--- config.mk ---
export PLATFORM = sky130hd
export DESIGN_NAME = sorted_interpolation_search_core_flat
export DESIGN_NICKNAME = d
export VERILOG_FILES = /design/src/hw/rtl/sis_pkg.sv /design/src/hw/rtl/sis_if.sv /design/src/hw/rtl/sorted_interpolation_search_core.sv /design/src/hw/rtl/sis_div.sv /design/src/flat_wrapper.sv
export SDC_FILE = /design/constraint.sdc
export NUM_CORES = 2
export LEC_CHECK = 0
export BUFFER_PORTS_ARGS = -buffer_cell sky130_fd_sc_hd__clkbuf_2
export CORE_ASPECT_RATIO = 1.4
export CORE_MARGIN = 10
export CORE_UTILIZATION = 40
export CTS_BUF_LIST = sky130_fd_sc_hd__clkbuf_8
export CTS_CLUSTER_SIZE = 10
export DETAILED_ROUTE_END_ITERATION = 16
export GPL_ROUTABILITY_DRIVEN = 0
export HOLD_SLACK_MARGIN = 0.06
export SETUP_SLACK_MARGIN = 0.1
export SKIP_CTS_REPAIR_TIMING = 1
export SYNTH_ARGS = -nofsm -noshare
export SYNTH_HDL_FRONTEND = slang
export SYNTH_SLANG_ARGS = --single-unit
--- constraint.sdc ---
create_clock -name clk -period 15 [get_ports clk]
set_input_delay 4.5 -clock clk [delete_from_list [all_inputs] [get_ports clk]]
set_output_delay 4.5 -clock clk [all_outputs]
set_load 0.01 [all_outputs]
--- src/hw/rtl/sis_pkg.sv ---
`default_nettype none
// ----------------------------------------------------------------------------
// sis_pkg: shared types and constants
// Operation and status codes, field widths and default store depth.
// ----------------------------------------------------------------------------
package sis_pkg;
  localparam int unsigned DefaultMaxElements = 64;
  localparam int unsigned ValueWidth = 32;
  localparam int unsigned StatusWidth = 3;
  localparam int unsigned IndexWidth = 6;

  typedef enum logic {
    OP_LOAD   = 1'b0,
    OP_SEARCH = 1'b1
  } op_t;

  typedef enum logic [StatusWidth-1:0] {
    ST_FOUND      = 3'd0,
    ST_NOT_FOUND  = 3'd1,
    ST_NOT_UNIFORM = 3'd2,
    ST_STORED     = 3'd3,
    ST_FULL       = 3'd4
  } status_t;
endpackage
`default_nettype wire

--- src/hw/rtl/sis_if.sv ---
`default_nettype none
// ----------------------------------------------------------------------------
// sis_in_if / sis_out_if: valid/ready channels
// Input item channel and result channel with source and sink views.
// ----------------------------------------------------------------------------
interface sis_in_if;
  logic        valid;
  logic        ready;
  logic        operation;
  logic [31:0] value;
  logic        start_new;
  modport source (output valid, operation, value, start_new, input ready);
  modport sink (input valid, operation, value, start_new, output ready);
endinterface

interface sis_out_if;
  logic       valid;
  logic       ready;
  logic [2:0] status;
  logic [5:0] found_index;
  modport source (output valid, status, found_index, input ready);
  modport sink (input valid, status, found_index, output ready);
endinterface
`default_nettype wire

--- src/hw/rtl/sorted_interpolation_search_core.sv ---
`default_nettype none
// ----------------------------------------------------------------------------
// sorted_interpolation_search_core: sorted store with interpolation search
// Usage: items arrive on in_ch, one result per item leaves on out_ch.
// A load appends value to the element store (start_new empties it first) and
// answers stored, or store full when no room is left. A search Shell-sorts
// the store in place, checks that all neighbouring steps are equal and then
// runs interpolation search for value.
// A search reads the two values of each sort compare one after the other
// through the single memory read port, and the uniformity scan reads the
// store one element at a time. A probe whose end values differ waits on
// the bit-serial divider.
// One item is handled at a time; in_ch.ready is low from acceptance until
// the result has been taken on out_ch. A stalled receiver holds the result
// and the next item waits behind it.
// Reset empties the store and clears both channels; no clearing pass.
// ----------------------------------------------------------------------------
module sorted_interpolation_search_core
  import sis_pkg::*;
#(
  parameter int unsigned MaxElements = DefaultMaxElements
) (
  input  wire logic clk,
  input  wire logic rst,
  sis_in_if.sink    in_ch,
  sis_out_if.source out_ch
);
  localparam int unsigned AddrWidth = $clog2(MaxElements);
  localparam int unsigned CntWidth = $clog2(MaxElements + 1);
  localparam int unsigned NumWidth = CntWidth + 33;
  localparam logic signed [CntWidth:0] IdxOne = (CntWidth+1)'(1);

  typedef enum logic [4:0] {
    S_IDLE, S_GAP, S_JLOOP, S_RDA, S_RDB, S_CMP, S_SWAP2,
    S_UNI0, S_UNI1, S_UNI2, S_UNIW,
    S_SLO, S_SHI, S_SCHK, S_SVHI, S_DIV, S_DIVW, S_PRD, S_PCHK, S_OUT
  } state_t;

  state_t state;
  logic signed [31:0] mem [MaxElements];
  logic signed [31:0] rdata;
  logic [AddrWidth-1:0] raddr;
  logic                 wen;
  logic [AddrWidth-1:0] waddr;
  logic signed [31:0]   wdata;

  logic [CntWidth-1:0] count;
  logic [CntWidth-1:0] gap;
  logic [CntWidth-1:0] jj;
  logic signed [CntWidth:0] ii;
  logic signed [31:0] va;
  logic signed [31:0] vb;
  logic signed [31:0] target;
  logic signed [32:0] step;
  logic [CntWidth-1:0] idx;
  logic signed [CntWidth:0] lo;
  logic signed [CntWidth:0] hi;
  logic signed [31:0] vlo;
  logic signed [31:0] vhi;
  logic [CntWidth-1:0] mid;
  logic [2:0] status;
  logic [5:0] found;
  logic out_valid;

  logic div_start;
  logic div_done;
  logic [NumWidth-1:0] div_num;
  logic [32:0] div_den;
  logic [NumWidth-1:0] div_q;
  logic [32:0] tdiff;
  logic [CntWidth-1:0] ispan;

  always_ff @(posedge clk) begin
    if (wen) mem[waddr] <= wdata;
    rdata <= mem[raddr];
  end

  assign tdiff = 33'(target) - 33'(vlo);
  assign ispan = CntWidth'(hi - lo);

  sis_div #(.NumWidth(NumWidth), .DenWidth(33)) u_div (
    .clk(clk), .rst(rst), .start(div_start), .numer(div_num),
    .denom(div_den), .done(div_done), .quot(div_q)
  );

  assign in_ch.ready = (state == S_IDLE) && !out_valid;
  assign out_ch.valid = out_valid;
  assign out_ch.status = status;
  assign out_ch.found_index = found;

  always_ff @(posedge clk) begin
    wen <= 1'b0;
    div_start <= 1'b0;
    if (rst) begin
      state <= S_IDLE;
      count <= '0;
      out_valid <= 1'b0;
    end else begin
      if (out_valid && out_ch.ready) out_valid <= 1'b0;
      unique case (state)
        S_IDLE: begin
          if (in_ch.valid && in_ch.ready) begin
            target <= in_ch.value;
            found <= '0;
            if (in_ch.operation == OP_LOAD) begin
              if (!in_ch.start_new && count == CntWidth'(MaxElements)) begin
                status <= ST_FULL;
              end else begin
                wen <= 1'b1;
                wdata <= in_ch.value;
                waddr <= in_ch.start_new ? '0 : AddrWidth'(count);
                count <= in_ch.start_new ? CntWidth'(1) : count + 1'b1;
                status <= ST_STORED;
              end
              state <= S_OUT;
            end else begin
              gap <= count >> 1;
              state <= S_GAP;
            end
          end
        end
        S_GAP: begin
          if (gap == '0) begin
            idx <= '0;
            state <= S_UNI0;
          end else begin
            jj <= gap;
            state <= S_JLOOP;
          end
        end
        S_JLOOP: begin
          if (jj >= count) begin
            gap <= gap >> 1;
            state <= S_GAP;
          end else begin
            ii <= $signed({1'b0, jj}) - $signed({1'b0, gap});
            state <= S_RDA;
          end
        end
        S_RDA: begin
          if (ii < 0) begin
            jj <= jj + 1'b1;
            state <= S_JLOOP;
          end else begin
            raddr <= AddrWidth'(ii);
            state <= S_RDB;
          end
        end
        S_RDB: begin
          raddr <= AddrWidth'(ii + $signed({1'b0, gap}));
          state <= S_CMP;
        end
        S_CMP: begin
          va <= rdata;
          state <= S_SWAP2;
        end
        S_SWAP2: begin
          if (rdata < va) begin
            wen <= 1'b1;
            waddr <= AddrWidth'(ii);
            wdata <= rdata;
            vb <= va;
            state <= S_UNIW;
          end else begin
            jj <= jj + 1'b1;
            state <= S_JLOOP;
          end
        end
        S_UNIW: begin
          if (gap != '0) begin
            wen <= 1'b1;
            waddr <= AddrWidth'(ii + $signed({1'b0, gap}));
            wdata <= vb;
            ii <= ii - $signed({1'b0, gap});
            state <= S_RDA;
          end
        end
        S_UNI0: begin
          if (count < CntWidth'(2)) begin
            lo <= '0;
            hi <= $signed({1'b0, count}) - IdxOne;
            state <= S_SLO;
          end else begin
            raddr <= '0;
            state <= S_UNI1;
          end
        end
        S_UNI1: state <= S_UNI2;
        S_UNI2: begin
          if (idx == '0) begin
            va <= rdata;
            idx <= CntWidth'(1);
            raddr <= AddrWidth'(1);
            state <= S_UNI1;
          end else if (idx >= CntWidth'(2) &&
                       (33'(rdata) - 33'(va)) != step) begin
            status <= ST_NOT_UNIFORM;
            state <= S_OUT;
          end else begin
            va <= rdata;
            if (idx == CntWidth'(1)) step <= 33'(rdata) - 33'(va);
            if (idx + 1'b1 >= count) begin
              lo <= '0;
              hi <= $signed({1'b0, count}) - IdxOne;
              state <= S_SLO;
            end else begin
              idx <= idx + 1'b1;
              raddr <= AddrWidth'(idx + 1'b1);
              state <= S_UNI1;
            end
          end
        end
        S_SLO: begin
          if (lo > hi) begin
            status <= ST_NOT_FOUND;
            state <= S_OUT;
          end else begin
            raddr <= AddrWidth'(lo);
            state <= S_SHI;
          end
        end
        S_SHI: begin
          raddr <= AddrWidth'(hi);
          state <= S_SCHK;
        end
        S_SCHK: begin
          vlo <= rdata;
          state <= S_SVHI;
        end
        S_SVHI: begin
          vhi <= rdata;
          state <= S_DIV;
        end
        S_DIV: begin
          if (target < vlo || target > vhi) begin
            status <= ST_NOT_FOUND;
            state <= S_OUT;
          end else if (vhi == vlo) begin
            mid <= CntWidth'(lo);
            raddr <= AddrWidth'(lo);
            state <= S_PRD;
          end else begin
            div_num <= NumWidth'(ispan) * NumWidth'(tdiff);
            div_den <= 33'(vhi) - 33'(vlo);
            div_start <= 1'b1;
            state <= S_DIVW;
          end
        end
        S_DIVW: begin
          if (div_done) begin
            mid <= CntWidth'(lo) + CntWidth'(div_q);
            raddr <= AddrWidth'(CntWidth'(lo) + CntWidth'(div_q));
            state <= S_PRD;
          end
        end
        S_PRD: state <= S_PCHK;
        S_PCHK: begin
          if (rdata == target) begin
            status <= ST_FOUND;
            found <= 6'(mid);
            state <= S_OUT;
          end else begin
            if (rdata < target) lo <= $signed({1'b0, mid}) + IdxOne;
            else hi <= $signed({1'b0, mid}) - IdxOne;
            state <= S_SLO;
          end
        end
        S_OUT: begin
          out_valid <= 1'b1;
          state <= S_IDLE;
        end
        default: state <= S_IDLE;
      endcase
    end
  end

`ifndef SYNTHESIS
  a_count_range: assert property (@(posedge clk) disable iff (rst)
    count <= CntWidth'(MaxElements)) else $error("count overflow");
  a_busy_no_ready: assert property (@(posedge clk) disable iff (rst)
    state != S_IDLE |-> !in_ch.ready) else $error("ready while busy");
  a_out_hold: assert property (@(posedge clk) disable iff (rst)
    out_valid && !out_ch.ready |=> out_valid && $stable(status))
    else $error("result dropped");
  a_found_zero: assert property (@(posedge clk) disable iff (rst)
    out_valid && status != ST_FOUND |-> found == '0) else $error("stray index");
`endif
endmodule
`default_nettype wire

--- src/hw/rtl/sis_div.sv ---
`default_nettype none
// ----------------------------------------------------------------------------
// sis_div: restoring divider
// Unsigned division, one quotient bit a cycle, for the interpolation probe.
// ----------------------------------------------------------------------------
module sis_div
  import sis_pkg::*;
#(
  parameter int unsigned NumWidth = 48,
  parameter int unsigned DenWidth = 33
) (
  input  wire logic                clk,
  input  wire logic                rst,
  input  wire logic                start,
  input  wire logic [NumWidth-1:0] numer,
  input  wire logic [DenWidth-1:0] denom,
  output logic                     done,
  output logic [NumWidth-1:0]      quot
);
  localparam int unsigned CntWidth = $clog2(NumWidth + 1);

  logic [NumWidth-1:0] num;
  logic [DenWidth-1:0] den;
  logic [DenWidth:0]   rem;
  logic [CntWidth-1:0] cnt;
  logic                busy;
  logic [DenWidth:0]   shifted;
  logic [DenWidth:0]   diff;

  assign shifted = {rem[DenWidth-1:0], num[NumWidth-1]};
  assign diff = shifted - {1'b0, den};

  always_ff @(posedge clk) begin
    done <= 1'b0;
    if (rst) begin
      busy <= 1'b0;
      cnt <= '0;
    end else if (start) begin
      busy <= 1'b1;
      num <= numer;
      den <= denom;
      rem <= '0;
      cnt <= CntWidth'(NumWidth);
    end else if (busy) begin
      if (!diff[DenWidth]) begin
        rem <= diff;
        num <= {num[NumWidth-2:0], 1'b1};
      end else begin
        rem <= shifted;
        num <= {num[NumWidth-2:0], 1'b0};
      end
      cnt <= cnt - 1'b1;
      if (cnt == CntWidth'(1)) begin
        busy <= 1'b0;
        done <= 1'b1;
      end
    end
  end

  assign quot = num;
endmodule
`default_nettype wire
--- src/flat_wrapper.sv ---
// flat-port wrapper written by rule: the top's interface ports become plain ports
module sorted_interpolation_search_core_flat import sis_pkg::*;
#(
  parameter int unsigned MaxElements = DefaultMaxElements
)
  (clk, rst, in_ch_valid, in_ch_operation, in_ch_value, in_ch_start_new, in_ch_ready, out_ch_valid, out_ch_status, out_ch_found_index, out_ch_ready);
  sis_in_if in_ch_i ();
  sis_out_if out_ch_i ();
  input  wire logic clk;
  input  wire logic rst;
  input wire logic [$bits(in_ch_i.valid)-1:0] in_ch_valid;
  input wire logic [$bits(in_ch_i.operation)-1:0] in_ch_operation;
  input wire logic [$bits(in_ch_i.value)-1:0] in_ch_value;
  input wire logic [$bits(in_ch_i.start_new)-1:0] in_ch_start_new;
  output wire logic [$bits(in_ch_i.ready)-1:0] in_ch_ready;
  output wire logic [$bits(out_ch_i.valid)-1:0] out_ch_valid;
  output wire logic [$bits(out_ch_i.status)-1:0] out_ch_status;
  output wire logic [$bits(out_ch_i.found_index)-1:0] out_ch_found_index;
  input wire logic [$bits(out_ch_i.ready)-1:0] out_ch_ready;
  assign in_ch_i.valid = in_ch_valid;
  assign in_ch_i.operation = in_ch_operation;
  assign in_ch_i.value = in_ch_value;
  assign in_ch_i.start_new = in_ch_start_new;
  assign in_ch_ready = in_ch_i.ready;
  assign out_ch_valid = out_ch_i.valid;
  assign out_ch_status = out_ch_i.status;
  assign out_ch_found_index = out_ch_i.found_index;
  assign out_ch_i.ready = out_ch_ready;
  sorted_interpolation_search_core #(.MaxElements(MaxElements)) u_core (.clk(clk), .rst(rst), .in_ch(in_ch_i), .out_ch(out_ch_i));
endmodule
* Yosys cells after proc, flatten, opt, wreduce, memory -nomap -nowiden
Memory sizes are Yosys's and may differ from the RTL's. A register that Yosys moved wholly into a read port is not among the register bits.
Index checks and enable logic that the tools add are counted.
** Storage, ports and cells
- Register bits :: 500
- Bits in writable memories :: 2048
- Bits of input ports :: 38
- Output and inout port bits :: 11
- Memories :: 1
** Memories
- u_core.mem :: words 64, bits a word 32, read ports 1, clocked after memory_dff 1, write ports 1, RTL line sorted_interpolation_search_core.sv:40 : logic signed [31:0] mem [MaxElements];
** Cells by class
- $add $sub $neg :: 16
- $mul :: 1
- Order comparisons :: 10
- Eq/ne operators :: 56
- Muxes and demuxes :: 112
- Bitwise logic cells :: 9
- Reduce and logical (&&, ||, !) cells :: 50
** Operator list (number)
- $mux W32 :: 7
- $mux W6 :: 19
- $mux W8 :: 14
- $sub A32 B32 Y33 :: 3
- $mux W7 :: 14
- $lt A32 B32 Y1 :: 3
- $pmux W32 S3 :: 1
- $pmux W5 S19 :: 1
- $mux W40 :: 2
- $mux W33 :: 2
- $eq A32 B32 Y1 :: 2
- $pmux W32 S2 :: 1
- $pmux W6 S8 :: 1
- $pmux W8 S3 :: 2
- $mux W5 :: 9
- $pmux W7 S2 :: 3
- $eq A5 B4 Y1 const B :: 8
- $mul A7 B33 Y40 :: 1
- $sub A34 B33 Y34 :: 1
- $ne A33 B33 Y1 :: 1
- $gt A32 B32 Y1 :: 1
- $ne A2 B2 Y1 const B :: 16
- $mux W3 :: 10
- $ne A2 B1 Y1 const B :: 13
- 52 further kinds :: 119

* Depth between registers and ports, before layout
- Depth in word-level cells :: 6
- Gate-level depth with buffers :: 34

* Modules after synthesis
From an unflattened synthesis, not the netlist that was laid out.
** Unflattened totals
- Cells, all modules :: 6668
- Area total of the unflattened synthesis :: 115559.6 um^2
** Modules (own cells, without submodules)
- sorted_interpolation_search_core :: times used 1, cells an instance 6073, area an instance 108818.1 um^2
- sis_div :: times used 1, cells an instance 595, area an instance 6741.5 um^2

* Worst setup path before layout
No wires, ideal clock.
- Path kind :: input port to flip-flop
- From :: input port rst
- To :: register u_core.div_den[0], enable pin
- Setup time :: 0.709 ns
- Data arrival time :: 12.257 ns
- Path slack :: 2.034 ns
- Stages :: 2
- Buffers on the path :: 1
- Path through :: clkbuf_1 -> nor4b_1
** On the way
- Longest elaborated chain between the ends :: 2
** Ends and longest elaborated chain
- start: declaration :: RTL line flat_wrapper.sv:10 : input wire logic rst;
- $not A1 Y1 (no line)
- $reduce_and A4 Y1 (no line)
- end signal: assignment :: RTL line sorted_interpolation_search_core.sv:244 : div_den <= 33'(vhi) - 33'(vlo);
- end: declaration :: RTL line sorted_interpolation_search_core.sv:68 : logic [32:0] div_den;
No other way between the ends.
A chain may end at the register's enable or synchronous reset.

* Worst setup path in the final report
- From :: register u_core.vlo[1]
- To :: register u_core.div_num[35] (data pin)
** On the way
- Longest elaborated chain between the ends :: 2
** Ends and longest elaborated chain
- start: declaration :: RTL line sorted_interpolation_search_core.sv:58 : logic signed [31:0] vlo;
- start signal: assignment :: RTL line sorted_interpolation_search_core.sv:227 : vlo <= rdata;
- $sub A32 B32 Y33 :: RTL line sorted_interpolation_search_core.sv:78 : assign tdiff = 33'(target) - 33'(vlo);
- $mul A7 B33 Y40 :: RTL line sorted_interpolation_search_core.sv:243 : div_num <= NumWidth'(ispan) * NumWidth'(tdiff);
- end signal: assignment :: RTL line sorted_interpolation_search_core.sv:243
- end: declaration :: RTL line sorted_interpolation_search_core.sv:67 : logic [NumWidth-1:0] div_num;
No other way between the ends.

==> impl_metrics.py <==
metrics = {
    "detailed_routing": {
        "drtAntennaViolNets": 0,
        "drt_iter0_drc": 4833,
        "drc": 0,
        "dr.pass1.iters": 6,
        "drt_wl_total_mm": 290.2,
        "avgViaCountPerCell": 5.580,
        "post_drt_wl_per_cell_um": 26.46,
        "vias": 61210,
    },
    "synthesis": {
        "synthFlopType": "edfxtp_1",
        "synthesis.nets": 7083,
        "yosysWarnings": 0,
        "synth_area_um2": 114900,
        "seq_area_frac_synth_pct": 66.92,
        "avgSynthCellArea_um2": 17.50,
        "synth_cell_type_count": 92,
        "synthCells": 6568,
        "synth_seq_cells": 2579,
        "synth_edf_count": 2524,
        "async_flop_share_pct": 0,
    },
    "floorplan": {
        "core-area_um2": 285600,
        "dieHeight_um": 654.2,
        "dieArea_um2": 309400,
        "rows": 232,
        "io_pins": 49,
        "chipWidth_um": 473.0,
        "start_util_pct": 40.23,
    },
    "job": {
        "maxCapViolCount": 0,
    },
    "timing": {
        "setup_slack_ps": 6497,
        "hold_viol_final": 0,
        "setup_tns_ps": 0,
        "slew_headroom_pct": 21.86,
        "worst_pin_slew_ps": 1169,
        "setup_viol": 0,
        "slew_violations": 0,
        "finalCritPeriodShare_pct": 56.68,
        "rsz0062_at_grt": "false",
        "fmax_ghz": 0.1176,
        "layout_min_cycle_time_ps": 8503,
        "skew_ps": 92.74,
    },
    "finish": {
        "mostFrequentLayoutCell": "edfxtp_1",
        "drive_above_1_share_pct": 21.56,
        "mostFrequentLayoutCells": "edfxtp_1, mux4_2, inv_1, clkbuf_8, nor2_1",
        "multi_input_area_um2": 36140,
        "layout.area.seq_um2": 76900,
        "fill_cells": 24610,
        "areaGrowthSynthToFinish_pct": 11.43,
        "final_nets": 7424,
    },
    "setup_path": {
        "arrival_ps": 9230,
        "cpPeakStageDelay_ps": 670,
        "reg2reg_from": "u_core.vlo[1]",
        "slowest_stage": "xor2_1",
        "path_class": "reg -> reg",
        "critical_path.max_fanout": 7,
        "crit_start": "u_core.vlo[1]",
        "required_ps": 15730,
        "start_kind": "flip-flop",
        "endpoint_kind": "flip-flop",
    },
    "grt": {
        "grt_pass1_vias": 65000,
        "grt_pass1_wl_mm": 429.3,
        "antenna_found_initial": 10,
        "grt-ovfl-total": 0,
        "grt_use_total_pct": 18.44,
        "grt_max_degree": 135,
    },
    "clock_tree": {
        "cts_buffers": 385,
        "clkTransAtPathRegs_ps": 60,
        "clk_latency_ps": 1000,
        "cts_buffer_depth": 4,
        "cts.sinks": 2579,
        "cts_tree": "yes",
        "h-tree-depth": 5,
        "cts_root_buf": "clkbuf_8",
    },
    "power_and_ir_drop": {
        "swShare_pct": 33.53,
        "clkPwrFrac_pct": 25.2,
        "ir_drop_mv": 0.1540,
        "power.density_nw_per_um2": 169.9,
        "internal_power_mw": 14.46,
        "switchingPower_mw": 7.294,
        "combPwrFrac_pct": 34.3,
        "pwr-share-seq_pct": 40.5,
        "p_leak_nw": 43.89,
    },
    "outcome": {
        "outcome": "finished, final reports clean",
    },
    "place": {
        "portBuffers": 48,
        "pre_cts_ws_ps": 6534,
        "dp_hpwl_mm": 185.0,
    },
    "hold_path": {
        "hp-class": "reg -> reg",
        "hold_start": "u_core.div_den[32]",
    },
}
==> final timing paths <==
| kind | to | slack [ps] | depth (start not counted) |
|---|---|---|---|
| worst max register to register | u_core.div_num[35] | 6500 | 34 |
| worst max-delay path | u_core.div_num[35] | 6500 | 34 |
| worst min-delay path | u_core.u_div.den[32] | 410 | 0 |
| worst min register to register | u_core.u_div.den[32] | 410 | 0 |
==> flip-flops by register name, summed over array words and instances, names as in the netlist, 32 cells and up <==
| signal | count |
|---|---|
| u_core.vhi | 32 |
| u_core.u_div.quot | 40 |
| u_core.vlo | 32 |
| u_core.vb | 32 |
| u_core.u_div.den | 33 |
| u_core.rdata | 32 |
| u_core.div_num | 40 |
| u_core.va | 32 |
| u_core.mem | 2048 |
| u_core.target | 32 |
| u_core.step | 33 |
| u_core.u_div.rem | 33 |
| u_core.wdata | 32 |
| u_core.div_den | 33 |
==> cell usage after synthesis, drive strengths merged, types with 45 or more instances <==
cell,n,area share (%)
nand2b,61,0.33
nor3,69,0.30
nand2,240,0.79
dfxtp,55,0.96
a21oi,207,0.91
a21o,97,0.63
fa,163,2.8
edfxtp,2524,66
ha,314,3.4
clkbuf,173,0.57
xnor2,147,1.1
buf,79,0.28
xor2,75,0.57
mux4,669,13
mux2,45,0.44
nor2b,56,0.30
o21ai,134,0.58
nand3,77,0.34
inv,400,1.3
nor2,431,1.4
==> logic make-up (layout without fill, tap and decap cells) <==
| kind of cell | after synthesis | count (layout) | synth area share (%) |
|---|---|---|---|
| flip-flops | 2579 | 2579 | 66.92 |
| adder cells (fa/ha/maj) | 477 | 477 | 6.259 |
| multiplexers | 752 | 752 | 13.88 |
| AO/OA/AOI/OAI | 732 | 732 | 4.209 |
| buffers and inverters | 653 | 1303 | 2.157 |
| other | 0 | 8 | 0 |
| XOR/XNOR | 231 | 231 | 1.871 |
| AND/OR/NAND/NOR | 1144 | 1144 | 4.705 |
==> per-stage QoR <==
stage | area [µm²] | instances | util [%] | hold slack (ps) | power (mW)
5_1_grt | 128000 | 10970 | 44.82 | 418.1 | 23.03
4_1_cts | 128000 | 10960 | 44.82 | 410.5 | 21.95
3_5_place_dp | 120800 | 10270 | 42.28 | 404.5 | 16.43
6_report | 128000 | 10970 | 44.83 | 412.9 | 21.75
3_3_place_gp | 120800 | 10270 | 42.28 | 400.7 | 16.33
2_1_floorplan | 114900 | 6568 | - | 400.3 | 14.27
==> metal layers <==
metal / routed length, µm / global-route usage [%] / vias up
met1: 109500 / 21.67 / 32200
met3: 13820 / 2.625 / 609
met5: 21 / 0 / -
met4: 11160 / 6.921 / 4
met2: 155700 / 34.06 / 1888
li1: - / - / 26510
==> power by group through the flow <==
stage | logic, mW | registers [mW] | clock network, mW
6_report | 7.46 | 8.80 | 5.49
5_1_grt | 8.27 | 8.81 | 5.95
4_1_cts | 7.51 | 8.80 | 5.64
3_5_place_dp | 7.48 | 8.95 | 0
3_3_place_gp | 7.38 | 8.95 | 0
2_1_floorplan | 5.34 | 8.93 | 0
==> final cells by class <==
type / count / share of cell area (%)
clock inverters: 285 / 1.252
flip-flops and latches: 2579 / 60.06
diodes: 8 / 0.01563
inverters: 401 / 1.176
clock buffers: 411 / 4.418
multi-input cells: 3336 / 28.22
well taps: 3744 / 3.659
repair buffers: 206 / 1.202
==> worst max-delay path, delay by kind of cell, from the launching register on <==
kind,cells,cell delay [ps]
fa+ha+maj,6,2730
flops,1,420
buf+inv,5,550
simple gates,7,1030
compound gates,14,2720
xor+xnor,2,750
Power figures use the tool's default switching activity.
